## config.mk

```make
export PLATFORM = sky130hd
export DESIGN_NAME = cstm_step
export DESIGN_NICKNAME = d
export VERILOG_FILES = /design/src/rtl/cstm_pkg.sv /design/src/rtl/cstm_step.sv
export SDC_FILE = /design/constraint.sdc
export NUM_CORES = 1
export LEC_CHECK = 0
export ABC_AREA = 1
export ABC_CLOCK_PERIOD_IN_PS = 5300
export BUFFER_PORTS_ARGS = -buffer_cell sky130_fd_sc_hd__buf_2
export CAP_MARGIN = 15
export CORE_MARGIN = 2
export CORE_UTILIZATION = 25
export DETAILED_ROUTE_END_ITERATION = 10
export SYNTH_ARGS = -nofsm -noshare
export SYNTH_HDL_FRONTEND = slang
export SYNTH_SLANG_ARGS = --single-unit
```

## constraint.sdc

```tcl
create_clock -name vclk -period 5.3
set_input_delay 0.265 -clock vclk [all_inputs]
set_output_delay 0.265 -clock vclk [all_outputs]
set_load 0.02 [all_outputs]
```

## src/rtl/cstm_pkg.sv

```systemverilog
// Shared types and constants for the Collatz stopping-time block.
`timescale 1ns / 1ps
`default_nettype none
package cstm_pkg;

   localparam int VALUE_W        = 64;
   localparam int STEPS_W        = 16;
   localparam int STATUS_W       = 2;
   localparam int RSP_FIELDS_W   = STEPS_W + VALUE_W + STATUS_W + 1 + STEPS_W;
   localparam int RSP_DATA_W     = ((RSP_FIELDS_W + 7) / 8) * 8;

   localparam int MEMO_DEPTH_DEF = 1024;
   localparam int TRAJ_DEPTH_DEF = 1024;

   // largest value that may still take 3n+1 without wrapping: (2^64-2)/3
   localparam logic [VALUE_W-1:0] STEP_LIMIT = 64'h5555_5555_5555_5554;
   localparam logic [STEPS_W-1:0] SAT16      = 16'hFFFF;

   localparam logic [STATUS_W-1:0] STAT_OK       = 2'd0;
   localparam logic [STATUS_W-1:0] STAT_OVERFLOW = 2'd1;
   localparam logic [STATUS_W-1:0] STAT_BUF_FULL = 2'd2;
   localparam logic [STATUS_W-1:0] STAT_ZERO     = 2'd3;

   typedef struct packed {
      logic [VALUE_W-1:0] next_value;  // value after one map step
      logic               next_in_memo; // next_value below memo depth
      logic               over_limit;  // current value too large to step
      logic               new_peak;    // next_value exceeds running peak
   } step_res_type;

endpackage
`default_nettype wire

```

## src/rtl/cstm_step.sv

```systemverilog
// Shared Collatz step unit: one map step plus the range and peak compares.
`timescale 1ns / 1ps
`default_nettype none
module cstm_step
   import cstm_pkg::*;
#(
   parameter int MEMO_DEPTH = MEMO_DEPTH_DEF
) (
   input  wire logic [VALUE_W-1:0] value,
   input  wire logic [VALUE_W-1:0] peak,
   output step_res_type            res
);

   logic [VALUE_W-1:0] nxt;

   // odd: 3n+1 as (n<<1)+n+1, even: n>>1
   assign nxt = value[0] ? ({value[VALUE_W-2:0], 1'b0} + value + VALUE_W'(1))
                         : {1'b0, value[VALUE_W-1:1]};

   assign res.next_value   = nxt;
   assign res.next_in_memo = (nxt < VALUE_W'(MEMO_DEPTH));
   assign res.over_limit   = (value > STEP_LIMIT);
   assign res.new_peak     = (nxt > peak);

endmodule
`default_nettype wire

```

[Word-level counts from Yosys, hierarchy flattened]
Index checks and enable logic that the tools add are counted.
Operators by class
  add/sub/neg operators: 2
  multipliers: 0
  div/mod/pow operators: 0
  $lt $le $gt $ge: 3
  equal/unequal tests: 0
  shift operators: 0
  muxes and demuxes: 1
  bitwise operators: 0
  reductions and logical operators: 0
Operators by type and width (number)
  64-bit by 1-bit adder with 64-bit output, second input constant: 1
  64-bit adder: 1
  64-bit by 63-bit greater-than comparator with 1-bit output, second input constant: 1
  64-bit greater-than comparator: 1
  64-bit by 11-bit less-than comparator with 1-bit output, second input constant: 1
  64-bit 2-to-1 mux: 1
Word-level totals
  register bits after elaboration: 0
  bits in latches: 0
  memory bits (writable): 0
  ROM bits: 0
  bits of input ports: 128
  logic and storage cells: 6
  memories: 0

[Logic depth before layout (Yosys ltp)]
Gate-level depths: netlist (run 1).
  depth after elaboration: 4
  depth in mapped cells: 28

[Worst setup path after synthesis (run 1)]
No wires, ideal clock.
  path kind: input to output
  from: input value[0]
  to: output res[0] (netlist name)
  arrival: 3581 ps
  data required time: 5035 ps
  path slack: 1454 ps
  stages: 23
  path buffers: 2
  cells stage by stage: clkinv_1 > clkbuf_1 > clkbuf_1 > ha_1 > nand2_1 > nor2_1 > nand3_1 > nand3b_1 > nand2_1 > nand2_1 > xor2_1 > o21ai_0 > ha_1 > a21oi_1 > o21ai_0 > nand3_1 > nand2_1 > nand2_1 > a21oi_1 > a211oi_1 > nand2_1 > nand2_1 > a21oi_1
RTL lines
  start, declared: line cstm_step.sv:9  | input wire logic [VALUE_W-1:0] value,
  end, declared: line cstm_step.sv:11  | output step_res_type res

==> results of run 1 <==
==> stage by stage <==
stage	area [sq um]	hold slack, ps
4_1_cts	11210	970.4
6_report	11210	965.8
2_1_floorplan	9609	693.8
3_5_place_dp	11210	970.4
3_3_place_gp	11210	963.8
5_1_grt	11210	997.7
==> cell type report <==
class | count | area, sq um
well taps | 511 | 639.4
repair buffers | 200 | 1013
multi-input cells | 1410 | 7834
fillers | 4429 | 26550
inverters | 459 | 1723
==> kinds of logic (layout without fill, tap and decap cells) <==
family	count (synthesis)	after routing
xor+xnor	26	26
compound gates	184	184
fa+ha+maj	162	162
simple gates	1038	1038
buf+inv	472	659
==> critical path, cell delays in order <==
cell,delay (ps)
buf_2,140
inv_1,50
ha_1,330
inv_2,80
nand2_1,90
nor2_2,270
nand3_1,120
nand3b_1,320
nand2_1,90
nand2_1,210
nand2_1,200
nand3_1,110
nand2_1,50
nand3_1,90
nand2_1,110
ha_1,310
a21oi_1,140
nor2_1,50
a211oi_1,200
o211ai_1,140
nand2_1,70
o211ai_1,190
a21oi_1,410
a21oi_1,120
buf_2,180
==> power by group through the flow <==
stage / clock network [W] / registers, W / logic (W)
floorplan: 0 / 0 / 0.000864
global placement: 0 / 0 / 0.00125
detailed placement: 0 / 0 / 0.00127
CTS: 0 / 0 / 0.00127
global route: 0 / 0 / 0.00144
finish: 0 / 0 / 0.00127
==> per-layer routing <==
metal	track usage	part of all wire
met5	0	0
met4	0.02908	0.017
met3	0.01613	0.063
met2	0.3140	0.44
met1	0.2631	0.48
==> worst paths after layout <==
check / start / end / cells after the start
setup / recovery: value[7] / res[0] / 25
hold / removal: value[58] / res[60] / 4
==> cell usage in the layout, fill, tap and decap left out, types with 3 or more instances in the layout <==
cell | synthesis | final
and2_1 | 4 | 4
o211ai_1 | 3 | 3
inv_1 | 412 | 412
a211oi_1 | 7 | 7
or2_2 | 8 | 8
o21a_1 | 5 | 5
o21ai_1 | 6 | 6
nand2_2 | 25 | 25
buf_2 | 3 | 195
ha_1 | 161 | 161
nor2_2 | 38 | 38
nor2_4 | 12 | 12
o21bai_1 | 13 | 13
a21oi_1 | 95 | 95
xor2_1 | 24 | 24
nor4_1 | 4 | 4
nor3_2 | 8 | 8
o21ai_0 | 37 | 37
nand2_1 | 663 | 663
inv_2 | 44 | 44
nand3_2 | 12 | 12
a31oi_1 | 4 | 4
nor3_1 | 8 | 8
nor2_1 | 123 | 123
buf_4 | 0 | 5
clkinv_1 | 3 | 3
nand3_1 | 103 | 103
nand4_1 | 23 | 23
nand3b_1 | 3 | 3
==> results.py, run 1 <==
metrics = {
    "logic_synthesis": {
        "synth-simple-area-share": 0.4714,
        "synth_top_family_by_area": "simple AND/OR/NAND/NOR gates",
        "ys_seq_area_frac": 0,
        "synth_area_leaders": "nand2_1 26%, ha_1 21%, inv_1 16%",
        "syn_avg_cell_area_sq_um": 5.106,
        "synthTopCellsByCount": "663 x nand2_1, 412 x inv_1, 161 x ha_1",
        "syn_area_sq_um": 9609,
        "syn_inst": 1882,
        "synth_warnings": 0,
        "syn_nets": 2172,
        "synth_top_area_frac": 0.2590,
        "synth_xor_area_frac": 0.02370,
        "synth_adder_area_share": 0.2117,
        "ys_types": 45,
        "synth_compound_area_frac": 0.1085,
        "yosysMostFrequentCell": "nand2_1",
        "yosysTopAreaCell": "nand2_1",
        "synth_mux_area_frac": 0,
    },
    "cells_and_area": {
        "drive_gt1_frac": 0.1692,
        "area_delta_synth_final_pct": 16.65,
        "antenna-diode-count": 0,
        "clkbuf_count": 0,
        "seqCellArea_sq_um": 0,
        "seq_cells": 0,
        "final_cells": 2580,
        "fin_util": 0.2969,
        "nets": 2361,
    },
    "drt": {
        "ant_nets": 0,
        "drc": 0,
        "via_per_inst": 4.493,
        "avgRoutedWirePerCell_microns": 14.72,
        "drtPass1Iterations": 5,
        "wirelength_microns": 37980,
        "vias": 11590,
        "first_iter_violations": 885,
    },
    "clocking": {
        "post-cts-setup-buffer-count": 0,
        "cts_hold_buffers": 0,
        "post_cts_resized": 0,
    },
    "power": {
        "totalPowerFinal_w": 0.001272,
        "power_frac_seq": 0,
        "intPower_w": 0.0004194,
        "p_comb_frac": 1.000,
        "max-vdd-ir-drop_uv": 44.41,
        "power_switching_share": 0.6703,
        "p_leak_nw": 7.037,
        "switchingPower_w": 0.0008528,
        "clkPwrFrac": 0,
        "powerDensity_nw_per_um2": 113.5,
    },
    "grt": {
        "grt-ovfl-total": 0,
        "antenna_found_initial": 1,
        "grt_pass1_vias": 10980,
        "grt_pass1_wl_microns": 58510,
        "grt_max_degree": 62,
        "track_usage": 0.1868,
    },
    "floorplanning": {
        "die_w_microns": 200.1,
        "core_sq_um": 37760,
        "rows": 71,
        "die_h_microns": 200.1,
        "die-area_sq_um": 40020,
        "io_pins": 195,
        "start_util": 0.2545,
    },
    "sta": {
        "setup_ws_ps": 646.4,
        "final_max_slew_viol_count": 0,
        "grt_setup_unrepaired": "no",
        "fin_crit_sh": 0.8780,
        "relSlewSlack": 0.1766,
        "tightest_slew_ps": 1224,
        "finalHoldViolCount": 0,
        "fin_crit_ps": 4654,
        "setup_violations": 0,
        "tns_ps": 0,
        "fmaxAchievable_ghz": 0.2149,
    },
    "place": {
        "gp_congestion": 0.9949,
        "post-dp-hpwl_microns": 34490,
        "place_ws_ps": 691.5,
        "port_buffers": 195,
        "place_inst": 2580,
    },
    "worst_setup_path": {
        "crit_required_ps": 5040,
        "start_kind": "input pin",
        "cp_max_fo": 5,
        "path_class": "in2out",
        "cp.arrival_ps": 4390,
        "worstSetupEndpointType": "output port",
    },
    "worst_hold_path": {
        "holdCritPathClass": "in2out",
    },
    "status": {
        "outcome": "complete, no violations",
    },
    "flow_run": {
        "cap_viol_max_count": 0,
    },
}
Power figures use the tool's default switching activity.
==> run 2, diff against run 1 <==
==> constraint.sdc (replaced) <==
create_clock -name vclk -period 5.3
set_input_delay 0.265 -clock vclk [all_inputs]
set_output_delay 0.265 -clock vclk [all_outputs]
set_load 0.05 [all_outputs]
==> run 2 against run 1 <==
Compared with the run above: combinational power is 13% higher; power is 13% higher; clock-buffer cell count stayed put; final cell count hardly changed; cell area is 0.20% higher; critical path depth stayed put; critical endpoint unchanged; first-iteration DRC count is 18% lower; largest power group unchanged; critical path type unchanged; die area stayed put; fmax is 1.9% lower; via count is 0.42% higher.
==> results.py, run 2 (synthesis results as in run 1) <==
metrics = {
    "place": {
        "gp_congestion": 0.9437,
        "post-dp-hpwl_microns": 34760,
        "place_ws_ps": 661.8,
        "port_buffers": 195,
    },
    "status": {
        "outcome": "complete, no violations",
    },
    "cells_and_area": {
        "nets": 2362,
        "fin_util": 0.2975,
        "clkbuf_count": 0,
        "antenna-diode-count": 0,
        "area_delta_synth_final_pct": 16.89,
        "final_common_cell": "nand2_1",
        "final_cell_mix": "663 x nand2_1, 412 x inv_1, 194 x buf_2",
        "drive_gt1_frac": 0.1696,
        "seqCellArea_sq_um": 0,
        "seq_cells": 0,
    },
    "floorplanning": {
        "die_h_microns": 200.1,
        "die_w_microns": 200.1,
        "core_sq_um": 37760,
        "die-area_sq_um": 40020,
        "start_util": 0.2545,
        "rows": 71,
        "io_pins": 195,
    },
    "drt": {
        "wirelength_microns": 38130,
        "via_per_inst": 4.511,
        "vias": 11640,
        "first_iter_violations": 723,
        "drtPass1Iterations": 5,
        "avgRoutedWirePerCell_microns": 14.77,
        "ant_nets": 0,
        "drc": 0,
    },
    "worst_hold_path": {
        "holdCritPathClass": "in2out",
        "hold_path_end": "res[60]",
        "whs_path_depth": 4,
        "hp-start": "value[58]",
    },
    "grt": {
        "grt_pass1_wl_microns": 58160,
        "grt-ovfl-total": 0,
        "grt_max_degree": 62,
        "track_usage": 0.1865,
        "antenna_found_initial": 2,
        "grt_pass1_vias": 11020,
    },
    "worst_setup_path": {
        "worstSetupEndpointType": "output port",
        "crit_required_ps": 5040,
        "cp_max_fo": 5,
        "cp.arrival_ps": 4480,
        "path_class": "in2out",
        "start_kind": "input pin",
    },
    "sta": {
        "final_max_slew_viol_count": 0,
        "fmaxAchievable_ghz": 0.2107,
        "relSlewSlack": 0.5625,
        "grt_setup_unrepaired": "no",
        "tightest_slew_ps": 650.2,
        "fin_crit_ps": 4745,
        "tns_ps": 0,
        "fin_crit_sh": 0.8953,
        "setup_ws_ps": 555.0,
        "finalHoldViolCount": 0,
        "setup_violations": 0,
    },
    "flow_run": {
        "cap_viol_max_count": 0,
    },
    "power": {
        "powerDensity_nw_per_um2": 127.7,
        "totalPowerFinal_w": 0.001435,
        "p_leak_nw": 7.046,
        "max-vdd-ir-drop_uv": 79.22,
    },
    "clocking": {
        "cts_hold_buffers": 0,
        "post-cts-setup-buffer-count": 0,
        "post_cts_resized": 0,
    },
}
-- run 2: cell count changes in the layout (fill, tap and decap cells not counted) --
cell / delta
buf_12: +1
buf_2: -1
buf_4: +1
-- run 2: how the worst max path moves through the flow --
stage	cells after the start	startpoint	to
detailed placement	25	value[5]	res[0]
global placement	25	value[7]	res[0]
finish	25	value[5]	res[0]
CTS	25	value[7]	res[0]
global route	25	value[35]	res[0]
floorplan	23	value[0]	res[0]
-- run 2: critical path, cell delays in order --
cell and delay, ps:
buf_2 150, inv_1 60, ha_1 350, inv_2 90, nand2_1 90, nor2_2 230, nand3_1 120, nand3b_1 290
nand2_1 90, nand2_1 200, nand2_1 190, nand3_1 110, nand2_1 50, nand3_1 110, nand2_1 110, ha_1 300
a21oi_1 140, nor2_1 50, a211oi_1 230, o211ai_1 120, nand2_1 80, o211ai_1 230, a21oi_1 440, a21oi_1 190
buf_12 190
-- run 2: cell type report --
| cell class | count | area, sq um |
|---|---|---|
| fillers | 4491 | 26520 |
| repair buffers | 201 | 1036 |
| well taps | 511 | 639.4 |
| multi-input cells | 1410 | 7834 |
| inverters | 459 | 1723 |
-- run 2: power breakdown --
group / internal [W] / switching (W)
registers: 0 / 0
logic: 0.000425 / 0.00101
clock network: 0 / 0
-- run 2: per-layer routing --
metal  wire length [microns]  up-vias  track usage
met5                       0        -            0
met4                     918        0      0.03841
met3                    2011       41     0.008401
met2                   16790      302       0.3173
met1                   18410     5195       0.2610
li1                        -     6104            -
-- run 2: per-stage QoR --
step	cell area (sq um)	hold slack, ps	std cells
2_1_floorplan	9609	776.6	1882
3_3_place_gp	11230	1015	2581
3_5_place_dp	11230	1023	2581
4_1_cts	11230	1023	2581
5_1_grt	11230	1055	2581
6_report	11230	1019	2581
